**config.mk**
```make
export PLATFORM = sky130hd
export DESIGN_NAME = jsonc_comment_whitespace_stripper
export DESIGN_NICKNAME = d
export VERILOG_FILES = /design/src/design/jcws_pkg.sv /design/src/design/jsonc_comment_whitespace_stripper.sv /design/src/design/jcws_decode.sv /design/src/design/jcws_out_buf.sv
export VERILOG_INCLUDE_DIRS = /design/src /design/src/design
export SDC_FILE = /design/constraint.sdc
export NUM_CORES = 1
export LEC_CHECK = 0
export ABC_AREA = 1
export BUFFER_PORTS_ARGS = -buffer_cell sky130_fd_sc_hd__clkbuf_2
export CAP_MARGIN = 0
export CORE_MARGIN = 5
export CORE_UTILIZATION = 45
export DETAILED_ROUTE_END_ITERATION = 10
export PLACE_DENSITY = 0.74
export SLEW_MARGIN = 30
export SYNTH_ARGS = -nofsm -noshare
export SYNTH_HDL_FRONTEND = slang
export SYNTH_HIERARCHICAL = 1
export SYNTH_SLANG_ARGS = --single-unit
```
**constraint.sdc**
```tcl
create_clock -name clock -period 2.58 [get_ports clock]
set_input_delay 0.258 -clock clock [delete_from_list [all_inputs] [get_ports clock]]
set_output_delay 0.258 -clock clock [all_outputs]
set_load 0.05 [all_outputs]
```
**src/design/jsonc_comment_whitespace_stripper_macros.svh**
```systemverilog
// ----------------------------------------------------------------------------
// JSONC stripper assertion macros
// Concurrent assertion wrappers shared by the stripper RTL files.
// ----------------------------------------------------------------------------
`ifndef JSONC_COMMENT_WHITESPACE_STRIPPER_MACROS_SVH
`define JSONC_COMMENT_WHITESPACE_STRIPPER_MACROS_SVH

`ifndef SYNTHESIS

// Same-cycle implication, checked at every rising edge outside reset.
`define JCWS_ASSERT_IMP(lbl, clk, rst, ante, cons) \
   lbl: assert property (@(posedge clk) disable iff (rst) (ante) |-> (cons)) \
      else $error("jcws assertion failed");

// Next-cycle implication, checked at every rising edge outside reset.
`define JCWS_ASSERT_NXT(lbl, clk, rst, ante, cons) \
   lbl: assert property (@(posedge clk) disable iff (rst) (ante) |=> (cons)) \
      else $error("jcws assertion failed");

`else

`define JCWS_ASSERT_IMP(lbl, clk, rst, ante, cons)
`define JCWS_ASSERT_NXT(lbl, clk, rst, ante, cons)

`endif

`endif

```
**src/design/jcws_pkg.sv**
```systemverilog
// ----------------------------------------------------------------------------
// JSONC stripper package
// Character codes, scan modes, result kinds and shared result types.
// ----------------------------------------------------------------------------
package jcws_pkg;

   localparam int unsigned MODE_W = 3;

   // Scan modes.
   localparam logic [MODE_W-1:0] MODE_NORMAL     = 3'd0;
   localparam logic [MODE_W-1:0] MODE_STR        = 3'd1;
   localparam logic [MODE_W-1:0] MODE_STR_ESC    = 3'd2;
   localparam logic [MODE_W-1:0] MODE_BLOCK      = 3'd3;
   localparam logic [MODE_W-1:0] MODE_BLOCK_STAR = 3'd4;
   localparam logic [MODE_W-1:0] MODE_LINE       = 3'd5;

   // Result kinds.
   localparam logic [1:0] KIND_DATA      = 2'd0;
   localparam logic [1:0] KIND_END_OK    = 2'd1;
   localparam logic [1:0] KIND_END_STR   = 2'd2;
   localparam logic [1:0] KIND_END_BLOCK = 2'd3;

   // Characters of interest.
   localparam logic [7:0] CH_SLASH  = 8'h2F;
   localparam logic [7:0] CH_STAR   = 8'h2A;
   localparam logic [7:0] CH_NL     = 8'h0A;
   localparam logic [7:0] CH_QUOTE  = 8'h22;
   localparam logic [7:0] CH_BSLASH = 8'h5C;
   localparam logic [7:0] CH_SPACE  = 8'h20;
   localparam logic [7:0] CH_TAB    = 8'h09;
   localparam logic [7:0] CH_CR     = 8'h0D;

   typedef struct packed {
      logic [1:0] kind;
      logic [7:0] data;
   } res_item_type;

   // Up to three results from one input byte, item[0] first.
   typedef struct packed {
      logic [1:0]         count;
      res_item_type [2:0] item;
   } res_set_type;

endpackage

```
**src/design/jsonc_comment_whitespace_stripper.sv**
```systemverilog
// ----------------------------------------------------------------------------
// JSONC comment and whitespace stripper
// Removes whitespace and comments from JSON-with-comments text, copying
// quoted strings untouched, and reports how each text ended.
// ----------------------------------------------------------------------------
//
//  Channel  Dir  Content                                   Handshake
//  req_     in   text byte, tlast marks the final byte     tvalid/tready
//  rsp_     out  cleaned byte or end code (tuser kind),    tvalid/tready
//                tlast on the last result of each request
//
// A request is registered on acceptance and decoded once the result buffer is free,
// when its results (none to three) load that buffer, which then presents them.
// One request per cycle while each causes at most one result and rsp_ is ready; two
// or three results leave the single result port in turn and stall intake meanwhile.
// Back-pressure on rsp_ holds the buffer, then the request register, then req_tready.
// Reset (synchronous, active high) empties both and returns the scanner to normal text.
// ----------------------------------------------------------------------------
`include "jsonc_comment_whitespace_stripper_macros.svh"

module jsonc_comment_whitespace_stripper (
   input  logic       clock,
   input  logic       reset,
   input  logic       req_tvalid,
   output logic       req_tready,
   input  logic [7:0] req_tdata,   // [7:0] in_byte
   input  logic       req_tlast,   // in_last
   output logic       rsp_tvalid,
   input  logic       rsp_tready,
   output logic [7:0] rsp_tdata,   // [7:0] out_byte
   output logic [1:0] rsp_tuser,   // [1:0] out_kind
   output logic       rsp_tlast    // run_last
);
   import jcws_pkg::*;

   // Request register: one raw byte waiting to be decoded.
   logic              in_valid_ff;
   logic              in_valid_in;
   logic [7:0]        in_byte_ff;
   logic              in_last_ff;

   // Scanner state: current mode and whether a slash is pending.
   logic [MODE_W-1:0] mode_ff;
   logic [MODE_W-1:0] mode_in;
   logic              slash_ff;
   logic              slash_in;

   logic              req_take;
   logic              load;
   logic              buf_free;
   res_set_type       res_set;

   // A registered request is decoded in the cycle the result buffer can take
   // its results; the request register then frees up in the same cycle.
   assign load       = in_valid_ff && buf_free;
   assign req_tready = !in_valid_ff || load;
   assign req_take   = req_tvalid && req_tready;

   always_comb begin
      in_valid_in = in_valid_ff;
      if (req_take) begin
         in_valid_in = 1'b1;
      end else if (load) begin
         in_valid_in = 1'b0;
      end
   end

   always_ff @(posedge clock) begin
      if (reset) begin
         in_valid_ff <= 1'b0;
      end else begin
         in_valid_ff <= in_valid_in;
      end
   end

   always_ff @(posedge clock) begin
      if (req_take) begin
         in_byte_ff <= req_tdata;
         in_last_ff <= req_tlast;
      end
   end

   jcws_decode u_decode (
      .mode       (mode_ff),
      .slash_held (slash_ff),
      .in_byte    (in_byte_ff),
      .in_last    (in_last_ff),
      .next_mode  (mode_in),
      .next_slash (slash_in),
      .res_set    (res_set)
   );

   // The scanner advances only when a request is actually decoded.
   always_ff @(posedge clock) begin
      if (reset) begin
         mode_ff  <= MODE_NORMAL;
         slash_ff <= 1'b0;
      end else if (load) begin
         mode_ff  <= mode_in;
         slash_ff <= slash_in;
      end
   end

   jcws_out_buf u_out_buf (
      .clock      (clock),
      .reset      (reset),
      .load       (load),
      .load_set   (res_set),
      .free       (buf_free),
      .rsp_tvalid (rsp_tvalid),
      .rsp_tready (rsp_tready),
      .rsp_tdata  (rsp_tdata),
      .rsp_tuser  (rsp_tuser),
      .rsp_tlast  (rsp_tlast)
   );

   // A pending slash only ever exists in normal text.
   `JCWS_ASSERT_IMP(a_slash_in_normal, clock, reset, slash_ff, mode_ff == MODE_NORMAL)
   // The scanner only ever holds one of the six defined modes.
   `JCWS_ASSERT_IMP(a_mode_legal, clock, reset, 1'b1, mode_ff <= MODE_LINE)
   // The final byte of a text always leaves the scanner fresh for the next.
   `JCWS_ASSERT_NXT(a_end_clears, clock, reset, load && in_last_ff,
                    (mode_ff == MODE_NORMAL) && !slash_ff)

endmodule

```
**src/design/jcws_decode.sv**
```systemverilog
// ----------------------------------------------------------------------------
// JSONC stripper decode
// Next scan state and the ordered result set for one registered byte.
// ----------------------------------------------------------------------------
module jcws_decode (
   input  logic [jcws_pkg::MODE_W-1:0] mode,
   input  logic                        slash_held,
   input  logic [7:0]                  in_byte,
   input  logic                        in_last,
   output logic [jcws_pkg::MODE_W-1:0] next_mode,
   output logic                        next_slash,
   output jcws_pkg::res_set_type       res_set
);
   import jcws_pkg::*;

   logic       blank;
   logic       emit_slash;
   logic       emit_mid;
   logic       emit_end;
   logic       normal_go;
   logic [7:0] mid_byte;
   logic [1:0] end_kind;
   logic [1:0] idx_mid;
   logic [1:0] idx_end;

   assign blank = (in_byte == CH_SPACE) || ((in_byte >= CH_TAB) && (in_byte <= CH_CR));

   always_comb begin
      next_mode  = mode;
      next_slash = slash_held;
      emit_slash = 1'b0;
      emit_mid   = 1'b0;
      emit_end   = 1'b0;
      normal_go  = 1'b0;
      mid_byte   = in_byte;
      end_kind   = KIND_END_OK;

      unique case (mode)
         MODE_STR: begin
            emit_mid = 1'b1;
            if (in_byte == CH_BSLASH) begin
               next_mode = MODE_STR_ESC;
            end else if (in_byte == CH_QUOTE) begin
               next_mode = MODE_NORMAL;
            end
         end
         MODE_STR_ESC: begin
            emit_mid  = 1'b1;
            next_mode = MODE_STR;
         end
         MODE_BLOCK: begin
            if (in_byte == CH_STAR) begin
               next_mode = MODE_BLOCK_STAR;
            end
         end
         MODE_BLOCK_STAR: begin
            if (in_byte == CH_SLASH) begin
               next_mode = MODE_NORMAL;
            end else if (in_byte != CH_STAR) begin
               next_mode = MODE_BLOCK;
            end
         end
         MODE_LINE: begin
            if (in_byte == CH_NL) begin
               next_mode = MODE_NORMAL;
            end
         end
         default: begin
            next_mode = MODE_NORMAL;
            if (slash_held) begin
               next_slash = 1'b0;
               if (in_byte == CH_STAR) begin
                  next_mode = MODE_BLOCK;
               end else if (in_byte == CH_SLASH) begin
                  next_mode = MODE_LINE;
               end else begin
                  emit_slash = 1'b1;
                  normal_go  = 1'b1;
               end
            end else begin
               normal_go = 1'b1;
            end
         end
      endcase

      // Ordinary byte in normal text, after any released slash.
      if (normal_go && !blank) begin
         if (in_byte == CH_SLASH) begin
            next_slash = 1'b1;
         end else begin
            emit_mid = 1'b1;
            if (in_byte == CH_QUOTE) begin
               next_mode = MODE_STR;
            end
         end
      end

      // End of text: a slash still waiting goes out as data (it never shares
      // a step with an emitted byte), then the end result.
      if (in_last) begin
         if (next_slash) begin
            emit_mid = 1'b1;
            mid_byte = CH_SLASH;
         end
         if (next_mode inside {MODE_STR, MODE_STR_ESC}) begin
            end_kind = KIND_END_STR;
         end else if (next_mode inside {MODE_BLOCK, MODE_BLOCK_STAR}) begin
            end_kind = KIND_END_BLOCK;
         end
         emit_end   = 1'b1;
         next_mode  = MODE_NORMAL;
         next_slash = 1'b0;
      end
   end

   assign idx_mid = {1'b0, emit_slash};
   assign idx_end = {1'b0, emit_slash} + {1'b0, emit_mid};

   always_comb begin
      res_set       = '0;
      res_set.count = idx_end + {1'b0, emit_end};
      if (emit_slash) begin
         res_set.item[0].kind = KIND_DATA;
         res_set.item[0].data = CH_SLASH;
      end
      if (emit_mid) begin
         res_set.item[idx_mid].kind = KIND_DATA;
         res_set.item[idx_mid].data = mid_byte;
      end
      if (emit_end) begin
         res_set.item[idx_end].kind = end_kind;
         res_set.item[idx_end].data = 8'd0;
      end
   end

endmodule

```
**src/design/jcws_out_buf.sv**
```systemverilog
// ----------------------------------------------------------------------------
// JSONC stripper result buffer
// Holds the results of one byte and presents them one per cycle while rsp_tready is high.
// ----------------------------------------------------------------------------
`include "jsonc_comment_whitespace_stripper_macros.svh"

module jcws_out_buf (
   input  logic                  clock,
   input  logic                  reset,
   input  logic                  load,
   input  jcws_pkg::res_set_type load_set,
   output logic                  free,
   output logic                  rsp_tvalid,
   input  logic                  rsp_tready,
   output logic [7:0]            rsp_tdata,   // [7:0] out_byte
   output logic [1:0]            rsp_tuser,   // [1:0] out_kind
   output logic                  rsp_tlast    // run_last
);
   import jcws_pkg::*;

   logic [1:0]         cnt_ff;
   logic [1:0]         cnt_in;
   res_item_type [2:0] slot_ff;
   res_item_type [2:0] slot_in;
   logic               take;

   assign take       = rsp_tvalid && rsp_tready;
   assign rsp_tvalid = (cnt_ff != 2'd0);
   assign rsp_tdata  = slot_ff[0].data;
   assign rsp_tuser  = slot_ff[0].kind;
   assign rsp_tlast  = (cnt_ff == 2'd1);

   // The buffer can take a new set when empty or when its final result leaves now.
   assign free = (cnt_ff == 2'd0) || ((cnt_ff == 2'd1) && rsp_tready);

   always_comb begin
      cnt_in  = cnt_ff;
      slot_in = slot_ff;
      if (load) begin
         cnt_in  = load_set.count;
         slot_in = load_set.item;
      end else if (take) begin
         cnt_in     = cnt_ff - 2'd1;
         slot_in[0] = slot_ff[1];
         slot_in[1] = slot_ff[2];
      end
   end

   always_ff @(posedge clock) begin
      if (reset) begin
         cnt_ff <= 2'd0;
      end else begin
         cnt_ff <= cnt_in;
      end
   end

   always_ff @(posedge clock) begin
      slot_ff <= slot_in;
   end

   `JCWS_ASSERT_IMP(a_load_when_free, clock, reset, load, free)
   `JCWS_ASSERT_NXT(a_load_shows, clock, reset, load && (load_set.count != 2'd0), rsp_tvalid)
   `JCWS_ASSERT_IMP(a_end_is_last, clock, reset, rsp_tvalid && (rsp_tuser != KIND_DATA),
                    rsp_tlast && (rsp_tdata == 8'd0))

endmodule
```
==> summary.txt <==
Status = finished clean
Sequential element share of the synthesized area = 0.480
Synth area leader = edfxtp_1
CP Cell Sequence = inv_2 > nand2_1 > inv_1 > nand2_1 > nand3_1 > nand2_1 > nor2_4 > nand2_2 > nand2_2 > nand2_4 > nand2_4 > inv_4 > fa_1 > inv_1 > inv_1 > nand2_1 > nand2_1 > nand2_1 > nand2_1 > nor2_1
Vias per cell = 4.67
Final ANT Viol Nets = 0
Synth Warn # = 6
CP Data Arrival Time = 2.60 ns
Largest net degree at the start of global routing = 34
Distinct cells, synth = 27
Mapped Cells = 346
RSZ-0062 raised after global routing = no
Pleak = 1.51 nW
Hold Startpoint = req_tdata[4]
Worst R2R End = u_out_buf/cnt_ff[0]
Clock tree sinks = 46
DRC violations left = 0
Antenna violations before repair = 0
Worst slack, placed = 0.118 ns
Fin Clk Skew = 0.00922 ns
Die Y = 87.9 um
R2R Setup Slk = 0.19 ns
Critical Path End Type = flop
Antenna diodes = 0
Total track usage = 0.139
Ratio of final minimum period to clock period = 0.925
Post-Synthesis Cell Area = 2730 um2
Non-filler instance count after layout = 451
Area grow syn2layout = 11.6%
Worst endpoint required time = 2.79 ns
Cells after DPL = 433
Clk_lat worst skew = 0.31 ns
CP dominant cell by count = nand2_1
Hold Crit Class = in2reg
TNS Setup = 0 ns
Drt total wl = 5040 um
Io pins = 26
First-pass DRT Iterations = 4
Final Setup Violations = 0
Share of cells above drive strength 1 = 0.213
Initial drt markers = 111
Worst Path Buf+Inv = 5
Pwr dens = 936 nW/um2
Global-route wire length before repair = 8380 um
CTS tree = done
Slowest stage delay, CP = 0.48 ns
Fin. Hold Viols = 0
Post-route setup slack = 0.193 ns
Die span in x = 87.9 um
Worst Setup Start Kind = flop
Detail-routed net length per standard cell = 11.2 um
Via count = 2107
Final min period = 2.39 ns
Synth top area share = 0.429
HPWL Detailed = 3630 um
Core area = 5920 um2
Port Buffers = 25
Root buf cell = clkbuf_8
Clk buf depth = 2
Global placer's final weighted congestion = 0.920
Worst vdd ir = 0.612 mV
Die area = 7730 um2
Hold endpoint = in_byte_ff[4]
Clock Pin Slew Worst Setup and Hold Paths = 0.08 ns
#FFs+latches synth = 46
R2r startpoint = in_byte_ff[1]
Hold depth = 1
Commonest non-fill, non-tap cells in the layout = nand2_1 (118), inv_1 (45), nor2_1 (42), edfxtp_1 (39), clkbuf_2 (25)
GR Overflow Total = 0
CP max FO = 8
Commonest non-fill, non-tap cell in the layout = nand2_1
Critical path's top delay family = simple AND/OR/NAND/NOR gates
R2R cell count = 20
Final Max Tran Viols = 0
Row cnt = 28
Initial Utilization = 0.462
FMAX = 419 MHz
# nets final = 393
Vias in the first global route = 1962
Top cells by area, synth = edfxtp_1 (43%), nand2_1 (17%), inv_1 (6.5%)
Num CTS Buffers = 5
H-tree levels = 2
Avg Inst Size Synth = 7.90 um2
Max_cap viols = 0
Worst Path Class, Setup = reg2reg
Slowest-stage cell, CP = fa_1
-- where the power goes --
part           leakage [nW]  internal [mW]  switching, mW
clock network        0.0432          0.192          0.242
logic                  1.04          0.381          0.923
registers             0.431           1.05         0.0726
-- layout make-up --
class                           instances  area [um2]
Clock buffer                            6        72.6
Clock inverter                          2        12.5
Fill cell                             542        2870
Inverter                               53         201
Multi-Input combinational cell        231        1140
Sequential cell                        46        1310
Tap cell                               75        93.8
Timing Repair Buffer                   38         223
-- repair_timing --
| item | 4_1_cts | 5_1_grt |
|---|---|---|
| buffers inserted | 0 | 10 |
| hold buffers | 0 | 0 |
| gates resized for setup | 0 | 12 |
| endpoints found under the setup margin | 0 | 14 |
-- flip-flops by register name, indices dropped and copies added (netlist names) --
register / flops
u_out_buf/rsp_tuser: 2
slash_ff: 1
u_out_buf/slot_ff: 20
u_out_buf/cnt_ff: 2
u_out_buf/rsp_tdata: 8
in_valid_ff: 1
in_byte_ff: 8
in_last_ff: 1
mode_ff: 3
-- worst max-delay path by stage --
| stage | cells after the start | slack [ns] | to | from |
|---|---|---|---|---|
| 6_report | 20 | 0.19 | u_out_buf/cnt_ff[0] | in_byte_ff[1] |
| 2_1_floorplan | 7 | 0.13 | u_out_buf/rsp_tdata[0] | u_out_buf/cnt_ff[0] |
| 3_5_place_dp | 16 | 0.12 | u_out_buf/slot_ff[18] | in_byte_ff[4] |
| 4_1_cts | 16 | 0.09 | u_out_buf/slot_ff[18] | in_byte_ff[4] |
| 5_1_grt | 20 | 0.0003 | u_out_buf/cnt_ff[0] | in_byte_ff[1] |
| 3_3_place_gp | 16 | 0.17 | u_out_buf/slot_ff[18] | in_byte_ff[4] |
-- metal layers --
layer | up-vias | GRT usage | part of all wire
met1 | 938 | 0.178 | 0.45
met4 | 0 | 0.0544 | 0.023
met3 | 12 | 0.0348 | 0.055
met2 | 50 | 0.225 | 0.47
li1 | 1107 | - | -
met5 | - | 0 | 0
-- metrics by stage --
stage,total power [mW],hold WS (ns),utilization,instance area (um2)
global placement,2.34,0.435,0.480,2840
CTS,2.79,0.116,0.494,2930
detailed placement,2.35,0.437,0.480,2840
global route,3.06,0.118,0.515,3050
floorplan,2.18,0.327,-,2760
finish,2.86,0.121,0.515,3050
-- synthesized netlist by cell type --
cell and n:
o21ai_0 1, nor2_1 43, nand2_2 9, buf_2 5, inv_4 1, o21ai_4 1, nand4_1 2, o2111ai_1 3
edfxtp_1 39, inv_1 47, o21ai_1 5, nor2_2 1, inv_2 5, nand3_4 2, nor3_1 1, nand3_1 12
conb_1 1, buf_4 18, fa_1 1, nand3b_1 1, a21oi_1 10, nor2_4 2, nand2_1 121, dfxtp_1 7
nand3_2 2, nand2_4 2, ha_1 4
-- logic make-up after synthesis --
| family | share of synthesized area |
|---|---|
| adder cells (fa/ha/maj) | 0.0256 |
| other | 0.00137 |
| flip-flops | 0.480 |
| AND/OR/NAND/NOR | 0.316 |
| buffers and inverters | 0.132 |
| AO/OA/AOI/OAI | 0.0449 |
Note: power is estimated with default switching activity, not from simulation.
